--- src/hw/rtl/rcpc_pkg.sv ---
// shared types and constants for the ray convex polyhedron clip core
`timescale 1ns / 1ps
package rcpc_pkg;

    localparam int FRAC_BITS = 16;
    localparam int DOT_W     = 50;   // signed dot product minus offset
    localparam int MAG_W     = 49;   // magnitude of a dot term
    localparam int QUO_W     = 33;   // quotient before clamping
    localparam int REM_W     = MAG_W + FRAC_BITS;
    localparam int DSH_W     = MAG_W + QUO_W;
    localparam int BIT_W     = 6;    // quotient bit index, 0 to QUO_W-1

    localparam logic FUNC_LOAD = 1'b0;
    localparam logic FUNC_RAY  = 1'b1;

    localparam logic [1:0] CFG_PLANE_COUNT   = 2'd0;
    localparam logic [1:0] CFG_PARALLEL_SLOP = 2'd1;
    localparam logic [1:0] CFG_SLANT_EPSILON = 2'd2;

    typedef struct packed {
        logic               func;
        logic [5:0]         plane_index;
        logic signed [31:0] normal_x;
        logic signed [31:0] normal_y;
        logic signed [31:0] normal_z;
        logic signed [31:0] plane_offset;
        logic signed [31:0] origin_x;
        logic signed [31:0] origin_y;
        logic signed [31:0] origin_z;
        logic signed [31:0] dir_x;
        logic signed [31:0] dir_y;
        logic signed [31:0] dir_z;
    } t_in_item;

    typedef struct packed {
        logic               hit;
        logic signed [31:0] entry_dist;
        logic signed [31:0] exit_dist;
        logic [5:0]         entry_face;
        logic [5:0]         exit_face;
    } t_out_item;

    typedef enum logic [1:0] {
        CMD_LOAD = 2'd0,
        CMD_DROP = 2'd1,
        CMD_RAY  = 2'd2
    } t_cmd;

    typedef struct packed {
        t_cmd     cmd;
        t_in_item item;
    } t_job;

    typedef struct packed {
        logic [6:0]  plane_count;
        logic [15:0] parallel_slop;
        logic [15:0] slant_epsilon;
    } t_cfg;

endpackage

--- src/hw/rtl/rcpc_resq.sv ---
// two-entry result queue in front of the output port
`timescale 1ns / 1ps
module rcpc_resq (
    input  logic                i_clk,
    input  logic                i_rst_n,
    input  logic                i_push,
    input  rcpc_pkg::t_out_item i_item,
    output logic                o_full,
    input  logic                pop,
    output logic                empty,
    output rcpc_pkg::t_out_item o_item
);

    rcpc_pkg::t_out_item r_q [2];
    logic                r_wp;
    logic                r_rp;
    logic [1:0]          r_cnt;
    logic                w_wr;
    logic                w_rd;

    assign o_full = (r_cnt == 2'd2);
    assign empty  = (r_cnt == 2'd0);
    assign o_item = r_q[r_rp];
    assign w_wr   = i_push && !o_full;
    assign w_rd   = pop && !empty;

    always_ff @(posedge i_clk) begin
        if (w_wr) begin
            r_q[r_wp] <= i_item;
        end
    end

    always_ff @(posedge i_clk) begin
        if (!i_rst_n) begin
            r_wp  <= 1'b0;
            r_rp  <= 1'b0;
            r_cnt <= 2'd0;
        end else begin
            if (w_wr) r_wp <= ~r_wp;
            if (w_rd) r_rp <= ~r_rp;
            r_cnt <= r_cnt + 2'(w_wr) - 2'(w_rd);
        end
    end

endmodule

--- config.mk ---
export PLATFORM = sky130hd
export DESIGN_NAME = rcpc_resq
export DESIGN_NICKNAME = d
export VERILOG_FILES = /design/src/hw/rtl/rcpc_pkg.sv /design/src/hw/rtl/rcpc_resq.sv
export SDC_FILE = /design/constraint.sdc
export NUM_CORES = 1
export LEC_CHECK = 0
export ABC_AREA = 1
export ABC_CLOCK_PERIOD_IN_PS = 6700
export BUFFER_PORTS_ARGS = -buffer_cell sky130_fd_sc_hd__buf_2
export CORE_MARGIN = 2
export CORE_UTILIZATION = 35
export CTS_CLUSTER_SIZE = 40
export DETAILED_ROUTE_END_ITERATION = 10
export PLACE_DENSITY = 0.65
export REMOVE_ABC_BUFFERS = 1
export SETUP_SLACK_MARGIN = 0.2
export SLEW_MARGIN = 20
export SYNTH_ARGS = -nofsm -noshare
export SYNTH_HDL_FRONTEND = slang
export SYNTH_SLANG_ARGS = --single-unit
--- constraint.sdc ---
create_clock -name i_clk -period 6.7 [get_ports i_clk]
set_input_delay 1.005 -clock i_clk [delete_from_list [all_inputs] [get_ports i_clk]]
set_output_delay 1.005 -clock i_clk [all_outputs]
set_load 0.05 [all_outputs]
Word-level counts from Yosys, hierarchy flattened

Memory sizes are Yosys's and may differ from the RTL's. A register that Yosys moved wholly into a read port is not among the register bits.
Index checks and enable logic that the tools add are counted.
Widths: inputs -> output; s select.

$add $sub $neg: 2
Equal/unequal tests: 1
Mux-type cells: 4
Bitwise gates (word level): 2
Reduce and logical (&&, ||, !) cells: 5

Operator list:

| kind               | count |
|---|---|
| $mux 1             | 4 |
| $add 2x1->2        | 1 |
| $eq 2x2->1 const B | 1 |
| $logic_and 1x1->1  | 2 |
| $logic_not 1->1    | 2 |
| $logic_not 2->1    | 1 |
| $not 1->1          | 2 |
| $sub 2x1->2        | 1 |

Register bits after elaboration: 4
Memory bits (writable): 154
Bits of input ports: 81
Output and inout port bits: 79
Word-level logic and storage cells: 18
Memories: 1

Memory list:

| name | depth | bits a word | rd ports | clocked after memory_dff | write ports | RTL line        | text |
|---|---|---|---|---|---|---|---|
| r_q  | 2     | 77          | 1        | 1                        | 1           | rcpc_resq.sv:14 | `rcpc_pkg::t_out_item r_q [2];` |

Depth between registers and ports, before layout

Word-level depth: 5
Mapped depth: 11
Mapped depth without buffers: 11

Worst setup path after synthesis

OpenSTA, ideal clock, no wires.

Path type: input to register
Start point: input i_push
End point: memory r_q[0][0] (netlist bit), enable pin
Setup time: 0.512 ns
Arrival: 4.286 ns
Data required time: 6.188 ns
Setup slack: 1.901 ns
Stages on the path: 2
Path buffers: 0
Cell sequence: nand2_1 nor2_1

Cells in the longest elaborated chain, start to end: 3

Ends and longest elaborated chain:

| item                         | RTL line        | text |
|---|---|---|
| from (decl)                  | rcpc_resq.sv:6  | `input logic i_push,` |
| $logic_and 1x1->1            | rcpc_resq.sv:24 | `assign w_wr = i_push && !o_full;` |
| $mux 1                       | rcpc_resq.sv:28 | `if (w_wr) begin` |
| $mux 1 (not written as such) | rcpc_resq.sv:29 | `r_q[r_wp] <= i_item;` |
| to (decl)                    | rcpc_resq.sv:14 |  |

Every way passes these cells.

==> flow_summary.json <==
{
  "status": "completed",
  "clkLatencyLatePin_ps": 410,
  "drive_above_1_share_pct": 58.1,
  "r2r-end": "r_q[0][60]",
  "holdBufCountCts": 0,
  "drv_cap": 0,
  "critical-path-top-delay-family": "buffers and inverters",
  "initial_core_util_pct": 35.8,
  "yosysTopAreaCellShare_pct": 77.9,
  "clk_pin_slew_ps": 60,
  "num-nets-final": 533,
  "clkSinkCount": 159,
  "r2r-start": "r_cnt[0]",
  "rows": 47,
  "area_delta_synth_final_pct": 27.7,
  "groute.usage.overall_pct": 12.0,
  "slowest_delay_ps": 740,
  "netlist_top_cells_area": "edfxtp_1, mux2_2, mux2_4",
  "endpoint_kind": "primary output",
  "drv_slew": 0,
  "ant_nets": 0,
  "hold_violations": 0,
  "place.port_buffers": 159,
  "cts-htree-levels": 4,
  "post-route-util_pct": 45.7,
  "first_pass_iters": 4,
  "timing.setup.tns_ps": 0,
  "clk_path_buf_depth": 2,
  "min_path_cells": 2,
  "mostFrequentLayoutCells": "buf_2, edfxtp_1, mux2_2",
  "arrival_ps": 2420,
  "drc": 0,
  "worst-path-stages": 3,
  "fmax_mhz": 292,
  "grt_pass1_wl_um": 16100,
  "hpwl_um": 6850,
  "grt_setup_unrepaired": "no",
  "antenna_found_initial": 1,
  "hold_start": "r_rp",
  "synth.largest_area_cell": "edfxtp_1",
  "peakVddDrop_v": 0.000213,
  "ys_ff_latch": 159,
  "grt_max_degree": 65,
  "core_um2": 16600,
  "critPathKind": "reg2out",
  "first_global_vias": 3166,
  "worst_pin_slew_ps": 889,
  "dieWidth_um": 134,
  "fin_crit_sh_pct": 51.1,
  "power.density_nw_per_um2": 453,
  "grt_remaining_overflow": 0,
  "cp.required_ps": 5690,
  "start_kind": "flop",
  "wl_per_cell_um": 15.6,
  "dr.first_iter.drc_count": 148,
  "hp-class": "reg2reg",
  "hold_path_end": "r_rp",
  "clock-root-buffer": "clkbuf_16",
  "via_per_inst": 4.40,
  "syn_area_um2": 5940,
  "dieHeight_um": 134,
  "path_max_fanout": 54,
  "numCtsBuffers": 17,
  "clock_skew_ps": 3.36,
  "slew_headroom_pct": 40.7,
  "die_area_um2": 18000,
  "cts_setup_buffers": 0,
  "multi_input_area_um2": 1100,
  "rrSetupSlack_ps": 4420,
  "drt-total-wl_um": 10700,
  "layout_min_cycle_time_ps": 3420,
  "layout_commonest_cell": "buf_2",
  "n_fill_cell": 1461,
  "crit_buf_inv": 2,
  "yosys_warnings": 0,
  "worstPathCellList": "buf_4 -> mux2_2 -> buf_2",
  "setup_violations": 0,
  "vias": 3002,
  "antenna_cells": 0,
  "syn_area_per_cell_um2": 21.4,
  "reg2reg_depth": 5,
  "num_io_pins": 160,
  "ys_seq_area_share_pct": 79.5,
  "syn_inst": 278,
  "ys_types": 13,
  "cts_tree": "built",
  "power.leakage_nw": 2.92,
  "gp_congestion": 0.669,
  "slowest_stage": "buf_4",
  "seq_area_um2": 4730,
  "ctsResizeCount": 0
}
-- worst reg2reg max path, stage by stage (launching register included) --
cell and delay [ps]:
dfxtp_1 360, inv_1 70, nand2_1 120, nand2_1 120, nor2_4 410, buf_4 740
-- report_power, final --
group	total [mW]	internal, mW	switching, mW
combinational	1.09	0.312	0.783
sequential	1.32	1.26	0.0540
clock	1.02	0.658	0.365
total	3.44	2.24	1.20
-- metal layers --
layer / vias to the layer above / share of wire, % / global-route usage (%)
li1: 1418 / - / -
met1: 1471 / 39 / 12.9
met2: 98 / 52 / 20.9
met3: 15 / 7.0 / 4.31
met4: 0 / 1.9 / 5.96
met5: - / 0 / 0
-- kinds of logic after synthesis --
| logic type | Yosys count | synth area share, % |
|---|---|---|
| AO/OA/AOI/OAI | 2 | 0.169 |
| adder cells (fa/ha/maj) | 2 | 0.421 |
| buffers and inverters | 18 | 2.04 |
| flip-flops | 159 | 79.5 |
| multiplexers | 77 | 16.5 |
| AND/OR/NAND/NOR | 20 | 1.33 |
-- Yosys cell counts --
library cell	n
nand3_1	3
nand2_1	9
nor2_1	8
a21oi_1	2
dfxtp_1	5
buf_2	4
edfxtp_1	154
inv_1	9
mux2_2	47
ha_1	2
buf_6	2
mux2_4	30
buf_8	3
-- sequential cells by signal, indices dropped and copies added, names as in the netlist, named ones only --
signal  count
r_q       154
r_rp        1
r_cnt       2
r_wp        1
-- layout make-up --
| class | instances | area share (%) |
|---|---|---|
| sequential | 159 | 62.3 |
| clock buffer | 20 | 5.76 |
| multi-input combinational | 101 | 14.5 |
| clock inverter | 12 | 2.51 |
| timing repair buffer | 162 | 10.8 |
| tap | 220 | 3.63 |
| inverter | 9 | 0.462 |
-- worst max-delay path by stage --
stage,start,end,slack (ps)
2_1_floorplan,i_push,r_q[0][0],1900
3_3_place_gp,flop,o_item[24],3690
3_5_place_dp,flop,o_item[24],3660
4_1_cts,flop,o_item[24],3200
5_1_grt,flop,o_item[22],3130
6_report,flop,o_item[24],3280
-- stage by stage --
stage	std cells	power [mW]	hold WS [ps]	setup slack, ps	cell area (µm²)
floorplan	269	2.22	467	1900	5850
global placement	651	2.43	489	3690	6960
detailed placement	651	2.45	510	3660	6960
CTS	683	3.48	523	3200	7580
global route	683	3.57	561	3130	7580
finish	683	3.44	518	3280	7580
Power figures use the tool's default switching activity.
