===== config.mk =====
export PLATFORM = sky130hd
export DESIGN_NAME = rcpc_front
export DESIGN_NICKNAME = d
export VERILOG_FILES = /design/src/hw/rtl/rcpc_pkg.sv /design/src/hw/rtl/rcpc_front.sv
export SDC_FILE = /design/constraint.sdc
export NUM_CORES = 1
export LEC_CHECK = 0
export BUFFER_PORTS_ARGS = -buffer_cell sky130_fd_sc_hd__buf_4
export CORE_AREA = 4 4 259 261
export DETAILED_ROUTE_END_ITERATION = 10
export DIE_AREA = 0 0 263 265
export PLACE_DENSITY = 0.57
export SYNTH_ARGS = -nofsm -noshare
export SYNTH_HDL_FRONTEND = slang
export SYNTH_SLANG_ARGS = --single-unit
export TNS_END_PERCENT = 1

===== constraint.sdc =====
create_clock -name i_clk -period 19.8 [get_ports i_clk]
set_clock_uncertainty 0.15 [all_clocks]
set_input_delay 0.99 -clock i_clk [delete_from_list [all_inputs] [get_ports i_clk]]
set_output_delay 0.99 -clock i_clk [all_outputs]
set_load 0.03 [all_outputs]

===== src/hw/rtl/rcpc_pkg.sv =====
// shared types and constants for the ray convex polyhedron clip core
`timescale 1ns / 1ps
package rcpc_pkg;

    localparam int FRAC_BITS = 16;
    localparam int DOT_W     = 50;   // signed dot product minus offset
    localparam int MAG_W     = 49;   // magnitude of a dot term
    localparam int QUO_W     = 33;   // quotient before clamping
    localparam int REM_W     = MAG_W + FRAC_BITS;
    localparam int DSH_W     = MAG_W + QUO_W;
    localparam int BIT_W     = 6;    // quotient bit index, 0 to QUO_W-1

    localparam logic FUNC_LOAD = 1'b0;
    localparam logic FUNC_RAY  = 1'b1;

    localparam logic [1:0] CFG_PLANE_COUNT   = 2'd0;
    localparam logic [1:0] CFG_PARALLEL_SLOP = 2'd1;
    localparam logic [1:0] CFG_SLANT_EPSILON = 2'd2;

    typedef struct packed {
        logic               func;
        logic [5:0]         plane_index;
        logic signed [31:0] normal_x;
        logic signed [31:0] normal_y;
        logic signed [31:0] normal_z;
        logic signed [31:0] plane_offset;
        logic signed [31:0] origin_x;
        logic signed [31:0] origin_y;
        logic signed [31:0] origin_z;
        logic signed [31:0] dir_x;
        logic signed [31:0] dir_y;
        logic signed [31:0] dir_z;
    } t_in_item;

    typedef struct packed {
        logic               hit;
        logic signed [31:0] entry_dist;
        logic signed [31:0] exit_dist;
        logic [5:0]         entry_face;
        logic [5:0]         exit_face;
    } t_out_item;

    typedef enum logic [1:0] {
        CMD_LOAD = 2'd0,
        CMD_DROP = 2'd1,
        CMD_RAY  = 2'd2
    } t_cmd;

    typedef struct packed {
        t_cmd     cmd;
        t_in_item item;
    } t_job;

    typedef struct packed {
        logic [6:0]  plane_count;
        logic [15:0] parallel_slop;
        logic [15:0] slant_epsilon;
    } t_cfg;

endpackage


===== src/hw/rtl/rcpc_front.sv =====
// front end: input queue that decodes each item into a job
`timescale 1ns / 1ps
module rcpc_front #(
    parameter int MAX_PLANES = 64
) (
    input  logic              i_clk,
    input  logic              i_rst_n,
    input  logic              push,
    output logic              full,
    input  rcpc_pkg::t_in_item i_item,
    input  logic              i_take,
    output logic              o_avail,
    output rcpc_pkg::t_job    o_job
);

    rcpc_pkg::t_job r_q [2];
    logic           r_wp;
    logic           r_rp;
    logic [1:0]     r_cnt;
    rcpc_pkg::t_job w_job;
    logic           w_wr;
    logic           w_rd;

    always_comb begin
        w_job.item = i_item;
        if (i_item.func == rcpc_pkg::FUNC_RAY) begin
            w_job.cmd = rcpc_pkg::CMD_RAY;
        end else if (32'(i_item.plane_index) < MAX_PLANES) begin
            w_job.cmd = rcpc_pkg::CMD_LOAD;
        end else begin
            w_job.cmd = rcpc_pkg::CMD_DROP;
        end
    end

    assign full    = (r_cnt == 2'd2);
    assign o_avail = (r_cnt != 2'd0);
    assign o_job   = r_q[r_rp];
    assign w_wr    = push && !full;
    assign w_rd    = i_take && o_avail;

    always_ff @(posedge i_clk) begin
        if (w_wr) begin
            r_q[r_wp] <= w_job;
        end
    end

    always_ff @(posedge i_clk) begin
        if (!i_rst_n) begin
            r_wp  <= 1'b0;
            r_rp  <= 1'b0;
            r_cnt <= 2'd0;
        end else begin
            if (w_wr) r_wp <= ~r_wp;
            if (w_rd) r_rp <= ~r_rp;
            r_cnt <= r_cnt + 2'(w_wr) - 2'(w_rd);
        end
    end

endmodule


# Word-level counts from Yosys, hierarchy flattened

Memories as Yosys holds them, arrays and structs flattened. A register that Yosys moved wholly into a read port is not among the register bits.
Index checks and enable logic that the tools add are counted.

Logic and storage cells: 18
Bits in registers: 4
Memories kept: 1
RAM bits: 658
Input bits: 331

Mux-type cells: 5
$add $sub $neg: 2
Equal/unequal tests: 1
Bitwise gates (word level): 2
Reduce and logical (&&, ||, !) cells: 4

Memory list:

| name | words | bits a word | rd ports | clocked after Yosys merged registers in | write ports | line             | RTL |
|---|---|---|---|---|---|---|---|
| r_q  | 2     | 329         | 1        | 1                                       | 1           | rcpc_front.sv:16 | `rcpc_pkg::t_job r_q [2];` |

Operators by type and width:

| cell                                        | count |
|---|---|
| 1-bit two-way mux                           | 4 |
| 2-bit by 1-bit adder with 2-bit output      | 1 |
| 2-bit == test, second input constant        | 1 |
| 1-bit logical AND                           | 2 |
| 2-bit two-way mux                           | 1 |
| 1-bit NOT                                   | 2 |
| 2-bit nonzero test                          | 1 |
| 2-bit by 1-bit subtractor with 2-bit output | 1 |
| 1-bit zero test                             | 1 |

# Depth between registers and ports, before layout

Depth in word-level cells: 5
Gate-level depth with buffers: 8

# Least setup slack after synthesis

OpenSTA, ideal clock, no wires.

Path type: input -> register
From: in push
To: mem r_q[0][0] in the netlist's numbering, enable pin
Path slack: 4.008 ns
Cell stages on the path: 2
Setup time: 1.022 ns
Arrival: 14.620 ns
Required time: 18.628 ns
Cells stage by stage: nand2_1 -> nor2_1

Longest elaborated chain between the ends: 3

Ends and longest elaborated chain:

| what                                    | line             | RTL |
|---|---|---|
| from (decl)                             | rcpc_front.sv:8  | `input logic push,` |
| 1-bit logical AND                       | rcpc_front.sv:38 | `assign w_wr = push && !full;` |
| 1-bit two-way mux                       | rcpc_front.sv:42 | `if (w_wr) begin` |
| 1-bit two-way mux (implied by the code) | rcpc_front.sv:43 | `r_q[r_wp] <= w_job;` |
| to (decl)                               | rcpc_front.sv:16 |  |

Every way passes these cells.

==> results.md <==
- Result of the run: completed
- H-tree levels: 3
- Top cells by area, synth: sky130_fd_sc_hd__edfxtp_1 (82%), sky130_fd_sc_hd__mux2_2 (14%), sky130_fd_sc_hd__mux2_4 (1.9%)
- Number of antenna violations at the first check in global routing: 10
- Top cell type by total area after synthesis: sky130_fd_sc_hd__edfxtp_1
- Leading cell types in the layout, fill and taps excluded: sky130_fd_sc_hd__buf_4 (666), sky130_fd_sc_hd__edfxtp_1 (654), sky130_fd_sc_hd__mux2_2 (297)
- Maximum net fanout on the critical path: 67
- Routed wire per std cell: 22.9 um
- Port-buffer cells: 660
- Standard cell with the maximum stage delay on the critical path: sky130_fd_sc_hd__buf_4
- Net count after synthesis: 1380
- Flip-flop and latch count after synthesis: 659
- Iteration count of the initial detailed-routing pass: 4
- Clock latency reported for the late side of the worst-skew pair: 590 ps
- Maximum VDD drop: 0.0840 mV
- Max_cap viols: 0
- Main combinational cell family by area after synthesis: multiplexers
- Maximum number of pins on one net before global-route repair: 167
- Area fraction in and, or, nand and nor cells after synthesis: 0.272%
- Fill count: 5403
- Global route total overflow: 0
- Core region area: 64500 sq um
- Number of global-route vias before repair: 13.2k
- Dpl ws: 15590 ps
- Number of vias after detailed routing: 12.5k
- Crit path buf inv count: 3
- Number of buffers on the longest clock path: 3
- Classification of the worst-slack hold path: reg -> reg
- Most frequent standard cell in the layout excluding fill and tap cells: sky130_fd_sc_hd__buf_4
- CTS buffer count: 71
- Clock Power Share: 27.1%
- I/O pin cnt: 662
- Worst slew margin relative to its limit: 21.3%
- Crit path max-delay family: buffers and inverters
- Fin worst setup slack: 15070 ps
- Critical path capture point type: primary output
- Count of synthesis-stage warnings from yosys: 0
- Vias per cell: 4.66
- Die span in x: 263 um
- Net switching power figure: 1570 uW
- Nets: 2084
- Switching share of power: 33.1%
- Pwr/cell area: 147 nW/um^2
- Layout cells sized above 1: 61.0%
- Transition time of the tightest slew-check pin: 1180 ps
- Cell with the most instances on the worst path: sky130_fd_sc_hd__buf_4
- Drt first-iter violations: 828
- Class of the most critical setup path: reg -> out
- Routed wire length: 61200 um
- Final number of max-transition violations: 0
- Remaining antenna violation count: 0
- Mux cell area share after synthesis: 15.9%
- Final setup vio count: 0
- Hold Violations, Final: 0
- Arrival time of the worst setup path: 3590 ps
- Die extent in y: 265 um
- Share of total power in sequential cells: 39.5%
- Relative contribution of combinational cells to total power: 33.4%
- GR Util All Layers: 16.7%
- Cts repair resizes: 0
- Number of hold buffers added after cts: 0
- Unrepaired setup endpoints after global routing: no
- Xor and xnor fraction of the mapped netlist area: 0.0732%
- Number of placement rows: 93
- Post-synthesis adder-cell area fraction: 0.105%
- Global-route wire length before repair: 86600 um
- Peak Freq: 211 MHz
- Final estimated routing congestion in global placement: 0.829
- Drt drc: 0
- Complex-gate fraction of the synthesized area: 0.0314%
- Fraction of post-synthesis cell area in the top cell type by area: 82.0%
- Tcrit/Tclk final: 23.9%
- Clock slew seen by the registers of the worst setup and hold paths: 60 ps
- Mean Syn Cell Area: 22.9 sq um
- Internal portion of total power: 3170 uW
- Total leakage power: 0.0119 uW
- Post-synthesis instance total: 1047
- Clock Sinks: 659
- Setup Buffers After CTS: 0
- Setup TNS: 0 ps
- CTS tree: done
- Root Buffer Master: sky130_fd_sc_hd__clkbuf_16
- Cell-by-cell listing of the critical path: buf_4 -> buf_4 -> mux2_2 -> buf_4
- Full die area: 69700 sq um
- Required time worst endpoint: 18660 ps
- Final Critical Period: 4730 ps
- Netlist area before placement: 23900 sq um
- Sequential area share after synthesis: 82.4%
- Setup crit start kind: flip-flop
- Crit-path max cell delay: 820 ps
- Number of distinct library cells after synthesis: 21
- Signed area change from the synthesized netlist to the final layout: 34.2%
- Initial Util: 37.1%
- Post-DP HPWL: 42600 um
==> cell type report <==
cell class                 instances  area (sq um)  share of cell area (%)
sequential                       659         19700                    61.4
timing repair buffer             669          5060                    15.7
multi-input combinational        347          3940                    12.2
clock buffer                      89          1930                    6.00
tap                              855          1070                    3.33
clock inverter                    43           370                    1.15
antenna                            6          15.0                  0.0467
inverter                           3          11.3                  0.0350
==> cell families after synthesis <==
kind of cell,after synthesis
muxes,328
adders and majority gates,2
xor gates and xnor gates,2
DFF,659
other,1
AOI/OAI and AO/OA,1
and+or+nand+nor,13
buffers and inverters,41
==> metal layers <==
layer  wire (um)  GRT usage [%]  up-vias
li1            -              -     5608
met3        5390           6.01       80
met1       23300           19.6     6240
met4        1180           5.27        6
met2       31400           28.7      522
met5          37              0        -
==> final timing paths <==
check / startpoint / to / slack [ps] / cells after the start
max: flip-flop / o_job[244] / 15070 / 4
max reg2reg: r_cnt[0] / r_q[0][66] / 16200 / 5
min: r_rp / flip-flop / 360 / 2
min reg2reg: r_rp / flip-flop / 360 / 2
==> metrics by stage <==
step	hold WS [ps]	area (sq um)	util [%]	power [uW]	std cells
3_5_place_dp	352	29800	46.3	3500	2533
3_3_place_gp	347	29800	46.3	3490	2533
6_report	365	32100	49.8	4740	2671
4_1_cts	366	32100	49.8	4800	2665
5_1_grt	380	32100	49.8	4930	2669
2_1_floorplan	305	23900	-	3010	1047
==> power by group through the flow <==
stage / sequential (uW) / combinational (uW) / clock, uW
global placement: 1890 / 1600 / 0
global route: 1890 / 1660 / 1380
finish: 1870 / 1580 / 1280
CTS: 1870 / 1610 / 1320
detailed placement: 1900 / 1600 / 0
floorplan: 1980 / 1040 / 0
==> cells in the mapped netlist <==
| cell type | n |
|---|---|
| sky130_fd_sc_hd__and2_1 | 2 |
| sky130_fd_sc_hd__and3_1 | 1 |
| sky130_fd_sc_hd__buf_2 | 12 |
| sky130_fd_sc_hd__buf_4 | 22 |
| sky130_fd_sc_hd__buf_6 | 4 |
| sky130_fd_sc_hd__conb_1 | 1 |
| sky130_fd_sc_hd__dfxtp_1 | 5 |
| sky130_fd_sc_hd__edfxtp_1 | 654 |
| sky130_fd_sc_hd__ha_1 | 2 |
| sky130_fd_sc_hd__inv_1 | 3 |
| sky130_fd_sc_hd__mux2_2 | 297 |
| sky130_fd_sc_hd__mux2_4 | 30 |
| sky130_fd_sc_hd__mux2i_1 | 1 |
| sky130_fd_sc_hd__nand2_1 | 2 |
| sky130_fd_sc_hd__nand2b_1 | 2 |
| sky130_fd_sc_hd__nor2_1 | 4 |
| sky130_fd_sc_hd__nor3_1 | 1 |
| sky130_fd_sc_hd__o21a_1 | 1 |
| sky130_fd_sc_hd__or2_2 | 1 |
| sky130_fd_sc_hd__xnor2_1 | 1 |
| sky130_fd_sc_hd__xor2_1 | 1 |
==> state kept, by name, summed over array words and instances (netlist names), named ones only <==
register  cells
r_q         654
r_cnt         2
r_rp          1
r_wp          1
==> worst min-delay path, delay by kind of cell, from the launching register on <==
family           cells  cell delay (ps)
AND/OR/NAND/NOR      1               80
XOR/XNOR             1               90
flip-flops           1              320
Power figures use the tool's default switching activity.
